File: config.mk
export PLATFORM = sky130hd
export DESIGN_NAME = shell_sort_engine
export DESIGN_NICKNAME = d
export VERILOG_FILES = /design/src/hw/rtl/sse_pkg.sv /design/src/hw/rtl/sse_store.sv /design/src/hw/rtl/sse_sorter.sv /design/src/hw/rtl/shell_sort_engine.sv
export SDC_FILE = /design/constraint.sdc
export NUM_CORES = 2
export LEC_CHECK = 0
export BUFFER_PORTS_ARGS = -buffer_cell sky130_fd_sc_hd__buf_2
export CORE_ASPECT_RATIO = 1.5
export CORE_MARGIN = 5
export CORE_UTILIZATION = 40
export DETAILED_ROUTE_END_ITERATION = 10
export PLACE_DENSITY = 0.63
export SETUP_SLACK_MARGIN = 0.05
export SLEW_MARGIN = 10
export SYNTH_ARGS = -nofsm -noshare
export SYNTH_HDL_FRONTEND = slang
export SYNTH_HIERARCHICAL = 1
export SYNTH_SLANG_ARGS = --single-unit
File: constraint.sdc
create_clock -name i_clk -period 10 [get_ports i_clk]
set_input_delay 2 -clock i_clk [delete_from_list [all_inputs] [get_ports i_clk]]
set_output_delay 2 -clock i_clk [all_outputs]
set_load 0.005 [all_outputs]
File: src/hw/rtl/sse_pkg.sv
// ----------------------------------------------------------------------------
// sse_pkg
// shared types, register codes and gap sequence tables of the sort engine
// ----------------------------------------------------------------------------
package sse_pkg;

    // gaps and sort indices never exceed 64
    localparam int GAP_W     = 7;
    localparam int GAP_IDX_W = 3;
    localparam int CFG_ADDR_W = 3;
    localparam int CFG_DATA_W = 32;

    typedef logic [1:0] t_gap_seq;

    localparam t_gap_seq GAP_PRIME    = 2'd0;
    localparam t_gap_seq GAP_KNUTH    = 2'd1;
    localparam t_gap_seq GAP_MERSENNE = 2'd2;
    localparam t_gap_seq GAP_SQUARE   = 2'd3;

    localparam t_gap_seq GAP_SEQ_RESET = GAP_KNUTH;

    // register index (byte address bits above the word offset)
    localparam logic [0:0] REG_GAP_SEQ = 1'b0;

    // threshold that no set size reaches
    localparam logic [GAP_W-1:0] GAP_NEVER = 7'd127;

    typedef struct packed {
        logic signed [31:0] value;
        logic               last_item;
    } t_in_item;

    typedef struct packed {
        logic signed [31:0] sorted_value;
        logic               end_of_set;
        logic               overflow;
    } t_out_item;

    typedef struct packed {
        logic             start;
        t_gap_seq         gap_seq;
        logic [GAP_W-1:0] n;
    } t_sort_cmd;

    typedef struct packed {
        logic busy;
        logic done;
    } t_sort_sts;

    // gap at position k of a sequence, smallest first
    function automatic logic [GAP_W-1:0] gap_value(t_gap_seq seq, logic [GAP_IDX_W-1:0] k);
        logic [GAP_W-1:0] g;
        g = 7'd1;
        case (seq)
            GAP_PRIME: begin
                case (k)
                    3'd1:    g = 7'd5;
                    3'd2:    g = 7'd13;
                    3'd3:    g = 7'd31;
                    default: g = 7'd1;
                endcase
            end
            GAP_KNUTH: begin
                case (k)
                    3'd1:    g = 7'd4;
                    3'd2:    g = 7'd13;
                    3'd3:    g = 7'd40;
                    default: g = 7'd1;
                endcase
            end
            GAP_MERSENNE: begin
                case (k)
                    3'd1:    g = 7'd3;
                    3'd2:    g = 7'd7;
                    3'd3:    g = 7'd15;
                    3'd4:    g = 7'd31;
                    3'd5:    g = 7'd63;
                    default: g = 7'd1;
                endcase
            end
            default: begin
                case (k)
                    3'd1:    g = 7'd4;
                    3'd2:    g = 7'd9;
                    3'd3:    g = 7'd16;
                    3'd4:    g = 7'd25;
                    3'd5:    g = 7'd36;
                    3'd6:    g = 7'd49;
                    3'd7:    g = 7'd64;
                    default: g = 7'd1;
                endcase
            end
        endcase
        return g;
    endfunction

    // set size above which position k+1 of a sequence is used
    function automatic logic [GAP_W-1:0] gap_limit(t_gap_seq seq, logic [GAP_IDX_W-1:0] k);
        logic [GAP_W-1:0] t;
        t = GAP_NEVER;
        case (seq)
            GAP_PRIME: begin
                case (k)
                    3'd0:    t = 7'd17;
                    3'd1:    t = 7'd41;
                    default: t = GAP_NEVER;
                endcase
            end
            GAP_KNUTH: begin
                case (k)
                    3'd0:    t = 7'd3;
                    3'd1:    t = 7'd12;
                    3'd2:    t = 7'd39;
                    default: t = GAP_NEVER;
                endcase
            end
            GAP_MERSENNE: begin
                case (k)
                    3'd0:    t = 7'd2;
                    3'd1:    t = 7'd6;
                    3'd2:    t = 7'd14;
                    3'd3:    t = 7'd30;
                    3'd4:    t = 7'd62;
                    default: t = GAP_NEVER;
                endcase
            end
            default: begin
                case (k)
                    3'd0:    t = 7'd1;
                    3'd1:    t = 7'd4;
                    3'd2:    t = 7'd9;
                    3'd3:    t = 7'd16;
                    3'd4:    t = 7'd25;
                    3'd5:    t = 7'd36;
                    3'd6:    t = 7'd49;
                    default: t = GAP_NEVER;
                endcase
            end
        endcase
        return t;
    endfunction

    // position of the first (largest) gap for a set of n entries
    function automatic logic [GAP_IDX_W-1:0] gap_start(t_gap_seq seq, logic [GAP_W-1:0] n);
        logic [GAP_IDX_W-1:0] s;
        s = '0;
        for (int k = 0; k < 7; k++) begin
            s = s + GAP_IDX_W'(n > gap_limit(seq, GAP_IDX_W'(k)));
        end
        return s;
    endfunction

endpackage

File: src/hw/rtl/sse_store.sv
// ----------------------------------------------------------------------------
// sse_store
// element memory, one write port and one read port, registered read data
// ----------------------------------------------------------------------------
module sse_store #(
    parameter int DATA_WIDTH = 32,
    parameter int DEPTH      = 64,
    parameter int ADDR_W     = 6
) (
    input  logic                  i_clk,
    input  logic                  i_wr_en,
    input  logic [ADDR_W-1:0]     i_wr_addr,
    input  logic [DATA_WIDTH-1:0] i_wr_data,
    input  logic                  i_rd_en,
    input  logic [ADDR_W-1:0]     i_rd_addr,
    output logic [DATA_WIDTH-1:0] o_rd_data
);

    logic [DATA_WIDTH-1:0] r_mem [DEPTH];

    always_ff @(posedge i_clk) begin
        if (i_wr_en) begin
            r_mem[i_wr_addr] <= i_wr_data;
        end
    end

    always_ff @(posedge i_clk) begin
        if (i_rd_en) begin
            o_rd_data <= r_mem[i_rd_addr];
        end
    end

endmodule

File: src/hw/rtl/sse_sorter.sv
// ----------------------------------------------------------------------------
// sse_sorter
// pass sequencer: gapped insertion passes over the element memory
// ----------------------------------------------------------------------------
module sse_sorter #(
    parameter int DATA_WIDTH = 32,
    parameter int ADDR_W     = 6
) (
    input  logic                    i_clk,
    input  logic                    i_rst_n,
    input  sse_pkg::t_sort_cmd      i_cmd,
    output sse_pkg::t_sort_sts      o_sts,
    output logic                    o_rd_en,
    output logic [ADDR_W-1:0]       o_rd_addr,
    input  logic [DATA_WIDTH-1:0]   i_rd_data,
    output logic                    o_wr_en,
    output logic [ADDR_W-1:0]       o_wr_addr,
    output logic [DATA_WIDTH-1:0]   o_wr_data
);

    import sse_pkg::*;

    typedef enum logic [2:0] {
        ST_IDLE,
        ST_PASS,
        ST_KEY,
        ST_CMP,
        ST_PLACE
    } t_state;

    t_state                 r_state;
    t_gap_seq               r_seq;
    logic [GAP_W-1:0]       r_n;
    logic [GAP_IDX_W-1:0]   r_k;
    logic [GAP_W-1:0]       r_gap;
    logic [GAP_W-1:0]       r_i;
    logic [GAP_W-1:0]       r_j;
    logic [DATA_WIDTH-1:0]  r_key;
    logic                   r_done;

    logic [GAP_IDX_W-1:0]   start_k;
    logic [GAP_W-1:0]       start_gap;
    logic [GAP_IDX_W-1:0]   k_dn;
    logic [GAP_W-1:0]       gap_dn;
    logic [GAP_W-1:0]       jg;
    logic [GAP_W-1:0]       jgg;
    logic                   key_less;
    logic                   more_left;

    always_comb begin
        start_k   = gap_start(i_cmd.gap_seq, i_cmd.n);
        start_gap = gap_value(i_cmd.gap_seq, start_k);
        k_dn      = r_k - 1'b1;
        gap_dn    = gap_value(r_seq, k_dn);
        jg        = r_j - r_gap;
        jgg       = jg - r_gap;
        key_less  = $signed(r_key) < $signed(i_rd_data);
        more_left = (jg >= r_gap);
    end

    // memory strobes
    always_comb begin
        o_rd_en   = 1'b0;
        o_rd_addr = r_i[ADDR_W-1:0];
        o_wr_en   = 1'b0;
        o_wr_addr = r_j[ADDR_W-1:0];
        o_wr_data = r_key;
        unique case (r_state)
            ST_PASS: begin
                o_rd_en = (r_i < r_n);
            end
            ST_KEY: begin
                o_rd_en   = 1'b1;
                o_rd_addr = jg[ADDR_W-1:0];
            end
            ST_CMP: begin
                o_wr_en   = 1'b1;
                o_rd_en   = key_less && more_left;
                o_rd_addr = jgg[ADDR_W-1:0];
                o_wr_data = key_less ? i_rd_data : r_key;
            end
            ST_PLACE: begin
                o_wr_en = 1'b1;
            end
            default: begin
                o_rd_en = 1'b0;
            end
        endcase
    end

    always_ff @(posedge i_clk) begin
        if (!i_rst_n) begin
            r_state <= ST_IDLE;
            r_done  <= 1'b0;
        end else begin
            r_done <= 1'b0;
            unique case (r_state)
                ST_IDLE: begin
                    if (i_cmd.start) begin
                        r_seq   <= i_cmd.gap_seq;
                        r_n     <= i_cmd.n;
                        r_k     <= start_k;
                        r_gap   <= start_gap;
                        r_i     <= start_gap;
                        r_state <= ST_PASS;
                    end
                end
                ST_PASS: begin
                    if (r_i >= r_n) begin
                        if (r_k == '0) begin
                            r_done  <= 1'b1;
                            r_state <= ST_IDLE;
                        end else begin
                            r_k   <= k_dn;
                            r_gap <= gap_dn;
                            r_i   <= gap_dn;
                        end
                    end else begin
                        r_j     <= r_i;
                        r_state <= ST_KEY;
                    end
                end
                ST_KEY: begin
                    r_key   <= i_rd_data;
                    r_state <= ST_CMP;
                end
                ST_CMP: begin
                    if (key_less) begin
                        // shift the larger element up by one gap
                        r_j <= jg;
                        if (!more_left) begin
                            r_state <= ST_PLACE;
                        end
                    end else begin
                        r_i     <= r_i + 1'b1;
                        r_state <= ST_PASS;
                    end
                end
                ST_PLACE: begin
                    r_i     <= r_i + 1'b1;
                    r_state <= ST_PASS;
                end
                default: begin
                    r_state <= ST_IDLE;
                end
            endcase
        end
    end

    assign o_sts.busy = (r_state != ST_IDLE);
    assign o_sts.done = r_done;

endmodule

File: src/hw/rtl/shell_sort_engine.sv
// ----------------------------------------------------------------------------
// shell_sort_engine
// collects a set of signed values, shell sorts it in memory, emits it ascending
// ----------------------------------------------------------------------------
//
//  channel   direction  handshake                    payload
//  in        input      i_in_valid / o_in_ready      i_in_item  (value, last_item)
//  out       output     o_out_valid / i_out_ready    o_out_item (sorted_value,
//                                                    end_of_set, overflow)
//  cfg       input      psel/penable/pwrite, pready  paddr, pwdata, prdata
//
//  loading takes one cycle per input transfer; the item marked last starts the sort
//  sorting walks the single element memory pass by pass over the chosen gap sequence;
//  each key is read, larger elements a gap below shift up, then the key is placed
//  results leave one by one: a read waits for the previous read data and a free output
//  synchronous active-low reset clears control state; the memory needs no clearing
//  input is not accepted while sorting or emitting; output stalls hold the result
// ----------------------------------------------------------------------------
module shell_sort_engine #(
    parameter int MAX_ITEMS  = 64,
    parameter int DATA_WIDTH = 32
) (
    input  logic                                i_clk,
    input  logic                                i_rst_n,
    // input channel
    input  sse_pkg::t_in_item                   i_in_item,
    input  logic                                i_in_valid,
    output logic                                o_in_ready,
    // output channel
    output sse_pkg::t_out_item                  o_out_item,
    output logic                                o_out_valid,
    input  logic                                i_out_ready,
    // configuration port
    input  logic                                psel,
    input  logic                                penable,
    input  logic                                pwrite,
    input  logic [sse_pkg::CFG_ADDR_W-1:0]      paddr,
    input  logic [sse_pkg::CFG_DATA_W-1:0]      pwdata,
    output logic [sse_pkg::CFG_DATA_W-1:0]      prdata,
    output logic                                pready
);

    import sse_pkg::*;

    localparam int ADDR_W = $clog2(MAX_ITEMS);
    localparam int CNT_W  = $clog2(MAX_ITEMS + 1);
    // stored values keep at most 32 significant bits
    localparam int LOAD_W = (DATA_WIDTH < 32) ? DATA_WIDTH : 32;

    typedef enum logic [1:0] {
        ST_LOAD,
        ST_SORT,
        ST_EMIT
    } t_state;

    t_state              r_state;
    t_gap_seq            r_gap_seq;
    logic [CNT_W-1:0]    r_count;
    logic                r_ovf;
    logic                r_start;
    logic [CNT_W-1:0]    r_ek;
    logic                r_pend;
    logic                r_pend_last;
    logic                r_out_valid;
    t_out_item           r_out;

    t_sort_cmd           sort_cmd;
    t_sort_sts           sort_sts;

    logic                s_rd_en;
    logic [ADDR_W-1:0]   s_rd_addr;
    logic                s_wr_en;
    logic [ADDR_W-1:0]   s_wr_addr;
    logic [DATA_WIDTH-1:0] s_wr_data;

    logic                m_rd_en;
    logic [ADDR_W-1:0]   m_rd_addr;
    logic                m_wr_en;
    logic [ADDR_W-1:0]   m_wr_addr;
    logic [DATA_WIDTH-1:0] m_wr_data;
    logic [DATA_WIDTH-1:0] m_rd_data;

    logic                in_xfer;
    logic                out_xfer;
    logic                has_room;
    logic                emit_issue;
    logic                cfg_write;
    logic signed [LOAD_W-1:0] load_low;
    logic signed [LOAD_W-1:0] out_low;

    // ---------------- configuration ----------------
    assign pready    = 1'b1;
    assign cfg_write = psel && penable && pwrite;

    always_comb begin
        prdata = '0;
        if (paddr[CFG_ADDR_W-1:2] == REG_GAP_SEQ) begin
            prdata = {{(CFG_DATA_W-2){1'b0}}, r_gap_seq};
        end
    end

    // ---------------- handshakes ----------------
    assign o_in_ready  = (r_state == ST_LOAD);
    assign in_xfer     = i_in_valid && o_in_ready;
    assign o_out_valid = r_out_valid;
    assign o_out_item  = r_out;
    assign out_xfer    = r_out_valid && i_out_ready;
    assign has_room    = (r_count < CNT_W'(MAX_ITEMS));

    // next result read: only when the output register will be free to catch it
    assign emit_issue = (r_state == ST_EMIT) && (r_ek < r_count) && !r_pend
                        && (!r_out_valid || i_out_ready);

    // low bits of the value, sign extended to the storage width on load and to 32 bits on output
    assign load_low = i_in_item.value[LOAD_W-1:0];
    assign out_low  = m_rd_data[LOAD_W-1:0];

    // ---------------- memory port sharing ----------------
    always_comb begin
        if (sort_sts.busy) begin
            m_wr_en   = s_wr_en;
            m_wr_addr = s_wr_addr;
            m_wr_data = s_wr_data;
            m_rd_en   = s_rd_en;
            m_rd_addr = s_rd_addr;
        end else begin
            m_wr_en   = in_xfer && has_room;
            m_wr_addr = r_count[ADDR_W-1:0];
            m_wr_data = DATA_WIDTH'(load_low);
            m_rd_en   = emit_issue;
            m_rd_addr = r_ek[ADDR_W-1:0];
        end
    end

    assign sort_cmd.start   = r_start;
    assign sort_cmd.gap_seq = r_gap_seq;
    assign sort_cmd.n       = GAP_W'(r_count);

    sse_store #(
        .DATA_WIDTH (DATA_WIDTH),
        .DEPTH      (MAX_ITEMS),
        .ADDR_W     (ADDR_W)
    ) u_store (
        .i_clk     (i_clk),
        .i_wr_en   (m_wr_en),
        .i_wr_addr (m_wr_addr),
        .i_wr_data (m_wr_data),
        .i_rd_en   (m_rd_en),
        .i_rd_addr (m_rd_addr),
        .o_rd_data (m_rd_data)
    );

    sse_sorter #(
        .DATA_WIDTH (DATA_WIDTH),
        .ADDR_W     (ADDR_W)
    ) u_sorter (
        .i_clk     (i_clk),
        .i_rst_n   (i_rst_n),
        .i_cmd     (sort_cmd),
        .o_sts     (sort_sts),
        .o_rd_en   (s_rd_en),
        .o_rd_addr (s_rd_addr),
        .i_rd_data (m_rd_data),
        .o_wr_en   (s_wr_en),
        .o_wr_addr (s_wr_addr),
        .o_wr_data (s_wr_data)
    );

    // ---------------- control ----------------
    always_ff @(posedge i_clk) begin
        if (!i_rst_n) begin
            r_state     <= ST_LOAD;
            r_gap_seq   <= GAP_SEQ_RESET;
            r_count     <= '0;
            r_ovf       <= 1'b0;
            r_start     <= 1'b0;
            r_ek        <= '0;
            r_pend      <= 1'b0;
            r_pend_last <= 1'b0;
            r_out_valid <= 1'b0;
        end else begin
            r_start <= 1'b0;

            if (cfg_write && (paddr[CFG_ADDR_W-1:2] == REG_GAP_SEQ)) begin
                r_gap_seq <= pwdata[1:0];
            end

            unique case (r_state)
                ST_LOAD: begin
                    if (in_xfer) begin
                        if (has_room) begin
                            r_count <= r_count + 1'b1;
                        end else begin
                            // store full: value dropped, set is flagged
                            r_ovf <= 1'b1;
                        end
                        if (i_in_item.last_item) begin
                            r_start <= 1'b1;
                            r_state <= ST_SORT;
                        end
                    end
                end
                ST_SORT: begin
                    if (sort_sts.done) begin
                        r_ek    <= '0;
                        r_state <= ST_EMIT;
                    end
                end
                ST_EMIT: begin
                    if (out_xfer && r_out.end_of_set) begin
                        r_count <= '0;
                        r_ovf   <= 1'b0;
                        r_state <= ST_LOAD;
                    end
                end
                default: begin
                    r_state <= ST_LOAD;
                end
            endcase

            // output register: r_pend flags the cycle after the read, when the read data is valid
            r_pend <= emit_issue;
            if (emit_issue) begin
                r_ek        <= r_ek + 1'b1;
                r_pend_last <= (r_ek + 1'b1 == r_count);
            end
            if (r_pend) begin
                r_out_valid <= 1'b1;
            end else if (out_xfer) begin
                r_out_valid <= 1'b0;
            end
        end
    end

    // result payload, no reset needed
    always_ff @(posedge i_clk) begin
        if (r_pend) begin
            r_out.sorted_value <= 32'(out_low);
            r_out.end_of_set   <= r_pend_last;
            r_out.overflow     <= r_ovf;
        end
    end

endmodule

# After elaboration in Yosys (flattened, before gate mapping)
# Memories as Yosys holds them, arrays and structs flattened. A register that Yosys moved wholly into a read port is not among the register bits.
# Cells that the tools add are included.
[word_totals]
regBits = 126
ramBits = 2048
inputBits = 75
output_inout_bits = 69
elab_cells = 198
n_memories = 1
[op_classes]
addsub = 12
n_lt_le_gt_ge = 13
eq_ne = 39
muxes = 69
bitwise_logic = 1
reduce_logical = 42
[memory_table]
columns = ["name", "words", "word_bits", "rd", "rd_ports_with_merged_regs", "wr", "line", "source"]
rows = [
  ["u_store.r_mem", 64, 32, 1, 1, 1, "sse_store.sv:19", "logic [DATA_WIDTH-1:0] r_mem [DEPTH];"],
]
[ops]
columns = ["operator", "count"]
rows = [
  ["2-to-1 mux 7 bit", 14],
  ["one-hot mux 7 bit (7 select lines)", 2],
  ["2-to-1 mux 32 bit", 3],
  ["one-hot mux 7 bit (2 select lines)", 5],
  ["one-hot mux 7 bit (3 select lines)", 3],
  ["one-hot mux 6 bit (5 select lines)", 2],
  ["one-hot mux 6 bit (3 select lines)", 3],
  ["one-hot mux 5 bit (3 select lines)", 3],
  ["> comparator 7 bit", 5],
  ["< comparator 32 bit", 1],
  ["one-hot mux 7 bit (4 select lines)", 1],
  ["equality test 3 bit, second input constant", 9],
  ["2-to-1 mux 3 bit", 8],
  ["adder 7 x 1 -> 7 bit, second input constant", 3],
  ["equality test 3 x 2 -> 1 bit, second input constant", 6],
  ["AND reduction 4 bit", 4],
  ["adder 3 x 1 -> 3 bit", 5],
  ["one-hot mux 3 bit (5 select lines)", 1],
  [">= comparator 7 bit", 2],
  ["< comparator 7 bit", 2],
  ["2-to-1 mux 1 bit", 12],
  ["2-to-1 mux 6 bit", 2],
  ["!= test 2 x 1 -> 1 bit, second input constant", 6],
  ["!= test 2 bit, second input constant", 6],
  ["33 further kinds", 68],
]

# Depth between registers and ports, before layout
[depth]
ltp_word = 14
mapped_depth = 24

# Modules after synthesis
# Netlist, hierarchy kept.
[modules_own_cells]
columns = ["mod", "instances", "cells_per_inst", "area_each_um2"]
rows = [
  ["sse_store", 1, 3511, 79359.9],
  ["sse_sorter", 1, 655, 6128.4],
  ["shell_sort_engine", 1, 297, 3161.8],
]

# Least setup slack after synthesis
# Ideal clock, no wire load.
[synth_path]
path_type = "input to register"
startpoint = "input i_out_ready"
endpoint = "register u_store.o_rd_data[0], read port of u_store.r_mem, enable pin"
setup_ns = 0.466
arrival_time_ns = 5.225
required_time_ns = 9.534
path_slack_ns = 4.309
cell_stages = 5
cell_sequence = "nor2b_1 a311o_1 or3_4 buf_2 o21ai_0"
[synth_between]
elab_chain_cells = 3
[synth_rtl]
columns = ["item", "line", "source"]
rows = [
  ["from (decl)", "shell_sort_engine.sv:32", "input logic i_out_ready,"],
  ["logical OR 1 bit", "shell_sort_engine.sv:112", "&& (!r_out_valid || i_out_ready);"],
  ["logical AND 1 bit", "shell_sort_engine.sv:112", ""],
  ["2-to-1 mux 1 bit", "shell_sort_engine.sv:120", "if (sort_sts.busy) begin"],
  ["via m_rd_en", "shell_sort_engine.sv:76", "logic m_rd_en;"],
  ["to (decl)", "sse_store.sv:16", "output logic [DATA_WIDTH-1:0] o_rd_data"],
]
# The timed path passes the listed nets, and every way through them passes these cells.
# A chain may end at the register's enable or synchronous reset.

# Worst setup path in the final report
[layout_path]
startpoint = "register u_sorter.r_j[0]"
endpoint = "register u_store.o_rd_data[24], read port of u_store.r_mem, data pin"
[layout_between]
word_cells_on_any_way = 8
classes_between = "add/sub: 2; order compare: 1; mux: 4; reduce/logical: 1"
[layout_lines]
columns = ["item", "line", "source"]
rows = [
  ["from (decl)", "sse_sorter.sv:37", "logic [GAP_W-1:0] r_j;"],
  ["from (signal assigned)", "sse_sorter.sv:119", "r_j <= r_i;"],
  ["from (signal assigned)", "sse_sorter.sv:130", "r_j <= jg;"],
  ["subtractor 7 bit *", "sse_sorter.sv:55", "jg = r_j - r_gap;"],
  ["subtractor 6 bit", "sse_sorter.sv:56", "jgg = jg - r_gap;"],
  ["one-hot mux 6 bit (2 select lines) *", "sse_sorter.sv:68", "unique case (r_state)"],
  ["via s_rd_addr[3]", "shell_sort_engine.sv:71", "logic [ADDR_W-1:0] s_rd_addr;"],
  ["2-to-1 mux 6 bit *", "shell_sort_engine.sv:120", ""],
  ["via m_rd_addr[3]", "shell_sort_engine.sv:77", "logic [ADDR_W-1:0] m_rd_addr;"],
]
# The timed path passes the listed nets; every way through them passes the cells marked *.

==> results.md <==
- The flow ran to the end, and the final reports show no timing, DRC or antenna violations.
- The die covers 0.231 sq mm.
- The number of synthesized register bits is 2206.
- Across the VDD grid, the largest voltage drop is 145 uV.
- The layer with the highest usage is met2.
- The data required time at the worst endpoint is 10.61 ns.
- In this run the tightest slew margin relative to its limit is 0.126.
- The count of TritonRoute iterations in the first routing pass is 8.
- Entering global routing, the biggest net connects 104 pins.
- The tool flagged a number of max-cap violations equal to 0.
- The sequential fraction of the synthesis area is 0.744.
- The quantity of I/O buffers inserted on ports is 80.
- The part of the total power dissipated in combinational logic is 0.049.
- Summing every instance area after synthesis gives 0.0887 sq mm.
- The number of global-route vias before repair is roughly 45000.
- The distinct cell type count after synthesis is 82.
- Wires add up to around 220000 microns.
- After synthesis, the share of flip-flops with an asynchronous set or reset is 0.
- The tightest hold path in the finished design has a slack of 0.438 ns.
- The sequential power share is 0.558.
- The met3 track demand over resource in global routing is 0.0245.
- In this run, CTS created clock tree buffers numbering 194.
- The switching power total is 3890 uW.
- The via density per instance is 5.83.
- The synthesized area divided by synthesized cell count is 19.9 sq um.
- In this run the worst path has a maximum fanout of 50.
- The placement-stage cell area is 0.0927 sq mm.
- The initial detailed-routing violation count is 4568.
- The capturing element type of the critical path is a flip-flop.
- Total power for the finished layout comes to 18500 uW.
- The number of warnings printed during yosys synthesis is 6.
- After technology mapping, the gate count stands at 4463.
- The filler cells instantiated in the layout total 18500.
- The critical path arrival is ~7.2 ns.
- The number of flops mapped to enable cells by yosys is 2179.
- The critical path is of the flip-flop to flip-flop type.
- The final period utilization is 0.656.
- The minimum clock period after layout is 6.56 ns.
- Among all flip-flop cells after synthesis, the most frequent one is sky130_fd_sc_hd__edfxtp_1.
- The estimated wirelength of the detail-placed design is between 100000 and 150000 microns.
- For this design the ratio of total power to cell area is roughly 190 mW/mm^2.
- The initial antenna violation count is 7.
- The startpoint type of the worst setup path is a flip-flop.
- Between clock sinks in the finished design, the worst skew comes to between 0.05 and 0.06 ns.
- The number of sinks driven by the clock tree is 2206.
- The vertical die dimension is 587 microns.
- Setup repair after global routing left no endpoint under its margin.
- The part of the power in the clock network is 0.393.
- The tree is rooted in a sky130_fd_sc_hd__clkbuf_16.
- The placeable core region is 0.220 sq mm.
- After global routing the overflow that remains totals 0.
- The post-cts sizing count is 0.
- The number of pins with negative max-slew slack in the final report is 0.
- The worst hold path belongs to the class flip-flop to flip-flop.
- The number of hold violations in the final report is 0.
- After clock tree synthesis, the flow added hold-fix buffers numbering 0.
- The die is approximately 390 microns wide.
- The count of H-tree levels built during CTS is 4.
- After routing the design area is slightly below 0.1 sq mm.
- Dividing the detail-routed wire length by the instance count gives around 29 microns.
- In the routed design, unresolved DRC markers number 0.
- The ratio of cells with drive above 1 in the final layout is 0.226.
- The wire length of the first global-routing pass is 320000 microns.
- The met1 track demand over resource in global routing is 0.225.
- The measured slew at the worst slew-check pin is 1.30 ns.
- The proportion of total power due to net switching is 0.211.
- The count of nets left with antenna violations once routing finished came out at 0.
- The initial utilization of the core area, before any placement, comes to 0.402.
- For this block, the via count after detailed routing is about 45000.
- The number of buffers inserted by post-CTS setup repair is 0.
- The post-CTS clock slew at the launch and capture registers of the worst setup and hold paths is around 0.070 ns.
- The clock passes through at most 4 buffers.
- The leakage dissipation is 0.0302 uW.
- Setup total negative slack on the finished layout was measured at 0 ns.
- The TritonCTS clock tree is done.
- The global placement routability congestion is 0.847.
- Timing would allow up to 153 MHz.
- For this run, global-route usage on met2 was measured as 0.349.
- The count of nets after finishing is roughly 4800.
- Internal power comes to 14600 uW.
- From synthesis to final layout, the design area changed by 11.4%.
- The global routing usage summed across all routing layers is 0.188.
- The setup violation total in the final timing report is 0.
- For the worst-skew pair, the clock arrives at the later sink with an insertion delay of 0.85 ns.
- The total number of placement rows is roughly 210.
- For this design the top-level I/O count stands at 144.
[worst max-delay path, cell delays in order (launching register included)]
cell and delay [ns]:
sky130_fd_sc_hd__edfxtp_1 0.43, sky130_fd_sc_hd__inv_1 0.08, sky130_fd_sc_hd__ha_1 0.17, sky130_fd_sc_hd__inv_1 0.06
sky130_fd_sc_hd__fa_1 0.41, sky130_fd_sc_hd__xnor2_1 0.31, sky130_fd_sc_hd__inv_1 0.08, sky130_fd_sc_hd__ha_1 0.33
sky130_fd_sc_hd__o21ai_0 0.16, sky130_fd_sc_hd__and3_1 0.22, sky130_fd_sc_hd__o31a_1 0.24, sky130_fd_sc_hd__o21ai_0 0.31
sky130_fd_sc_hd__mux2_4 0.63, sky130_fd_sc_hd__buf_4 0.67, sky130_fd_sc_hd__nor2b_4 0.74, sky130_fd_sc_hd__buf_4 0.55
sky130_fd_sc_hd__a22oi_1 0.18, sky130_fd_sc_hd__nand3_1 0.16, sky130_fd_sc_hd__nand2_1 0.20, sky130_fd_sc_hd__a21oi_1 0.39
[metal layers]
metal,up-vias,part of all wire,wire (microns)
met5,-,0.000050,11
met1,23900,0.36,80600
li1,18600,-,-
met4,2,0.035,7860
met3,396,0.062,13700
met2,1723,0.54,120000
[power by group through the flow]
stage	combinational [uW]	sequential, uW	clock [uW]
floorplan	576	10500	0
global placement	894	10500	0
detailed placement	916	10500	0
CTS	918	10300	7390
global route	975	10300	7740
finish	909	10300	7250
[worst paths after layout]
path	startpoint	end	slack, ns	depth (start not counted)
max	u_sorter/r_j[0]$_DFFE_PP_	u_store/o_rd_data[24]$_DFFE_PP_	3.44	19
min	r_ovf$_SDFFE_PN0P_	o_out_item[0]$_DFFE_PP_	0.44	0
max reg2reg	u_sorter/r_j[0]$_DFFE_PP_	u_store/o_rd_data[24]$_DFFE_PP_	3.44	19
min reg2reg	r_ovf$_SDFFE_PN0P_	o_out_item[0]$_DFFE_PP_	0.44	0
[sequential cells by signal, indices dropped and copies added, names as in the netlist, 32 cells and up]
signal	cells
u_sorter/r_key	32
u_store/r_mem	2048
o_out_item	34
u_store/o_rd_data	32
[placed cells by master (no fill, tap or decap), drive strengths merged, types with 13 or more instances in the layout]
cell type / n
nand3: 77
xnor2: 21
inv: 91
nor3: 21
conb: 31
nand2b: 21
o221ai: 17
clkinv: 83
and3: 15
dfxtp: 27
a211oi: 26
bufinv: 14
mux2i: 193
ha: 90
nor2b: 32
o211ai: 20
mux4: 446
o21ai: 85
nor2: 146
nand4: 15
mux2: 73
o22ai: 43
a311o: 13
nand2: 118
a31oi: 31
a22oi: 128
clkbuf: 239
a21oi: 81
edfxtp: 2179
buf: 216
[cell usage after synthesis, types with 10 or more instances]
master                     number  share of area
sky130_fd_sc_hd__a211o_1       12         0.0012
sky130_fd_sc_hd__a211oi_1      26         0.0022
sky130_fd_sc_hd__a21oi_1       81         0.0046
sky130_fd_sc_hd__a22o_1        12         0.0012
sky130_fd_sc_hd__a22oi_1      128          0.011
sky130_fd_sc_hd__a311o_1       13         0.0015
sky130_fd_sc_hd__a31oi_1       31         0.0022
sky130_fd_sc_hd__and3_1        15         0.0011
sky130_fd_sc_hd__buf_1         13        0.00055
sky130_fd_sc_hd__buf_2         56         0.0032
sky130_fd_sc_hd__buf_4         66         0.0056
sky130_fd_sc_hd__buf_6         34         0.0043
sky130_fd_sc_hd__clkbuf_1      98         0.0041
sky130_fd_sc_hd__dfxtp_1       27         0.0061
sky130_fd_sc_hd__edfxtp_1    2179           0.74
sky130_fd_sc_hd__ha_1          90          0.013
sky130_fd_sc_hd__inv_1         87         0.0037
sky130_fd_sc_hd__mux2_2        46         0.0058
sky130_fd_sc_hd__mux2_4        20         0.0034
sky130_fd_sc_hd__mux2i_1      193          0.022
sky130_fd_sc_hd__mux4_2       446           0.11
sky130_fd_sc_hd__nand2_1      118         0.0050
sky130_fd_sc_hd__nand2b_1      21         0.0015
sky130_fd_sc_hd__nand3_1       77         0.0043
sky130_fd_sc_hd__nand4_1       14        0.00099
sky130_fd_sc_hd__nor2_1       146         0.0062
sky130_fd_sc_hd__nor2b_1       32         0.0023
sky130_fd_sc_hd__nor3_1        21         0.0012
sky130_fd_sc_hd__o211ai_1      20         0.0017
sky130_fd_sc_hd__o21a_1        11        0.00093
sky130_fd_sc_hd__o21ai_0       83         0.0047
sky130_fd_sc_hd__o221ai_1      17         0.0017
sky130_fd_sc_hd__o22a_1        12         0.0012
sky130_fd_sc_hd__o22ai_1       43         0.0030
sky130_fd_sc_hd__or2_2         10        0.00071
sky130_fd_sc_hd__xnor2_1       21         0.0021
[per-stage QoR]
| stage | util | setup slack [ns] | instances |
|---|---|---|---|
| 2_1_floorplan | - | 4.31 | 4492 |
| 3_3_place_gp | 0.421 | 3.39 | 7305 |
| 3_5_place_dp | 0.421 | 3.36 | 7306 |
| 4_1_cts | 0.448 | 3.36 | 7650 |
| 5_1_grt | 0.448 | 3.08 | 7651 |
| 6_report | 0.448 | 3.44 | 7652 |
[layout make-up]
| class | count | area [sq um] | area share |
|---|---|---|---|
| diodes | 2 | 5.00 | 0.0000507 |
| clock buffers | 239 | 5130 | 0.0520 |
| clock inverters | 105 | 851 | 0.00862 |
| inverters | 90 | 338 | 0.00342 |
| multi-input cells | 1919 | 21300 | 0.216 |
| flip-flops and latches | 2206 | 66000 | 0.668 |
| well taps | 2875 | 3600 | 0.0364 |
| repair buffers | 216 | 1520 | 0.0154 |
[kinds of logic (layout without fill, tap and decap cells)]
kind of cell	count (synthesis)	after routing	share of synthesized area
flops	2206	2206	0.744
mux	712	712	0.145
compound gates	545	545	0.0425
simple gates	507	507	0.0280
buf+inv	367	650	0.0232
fa+ha+maj	96	96	0.0141
xor+xnor	28	28	0.00277
other cells	2	33	0.0000847
Power figures use the tool's default switching activity.
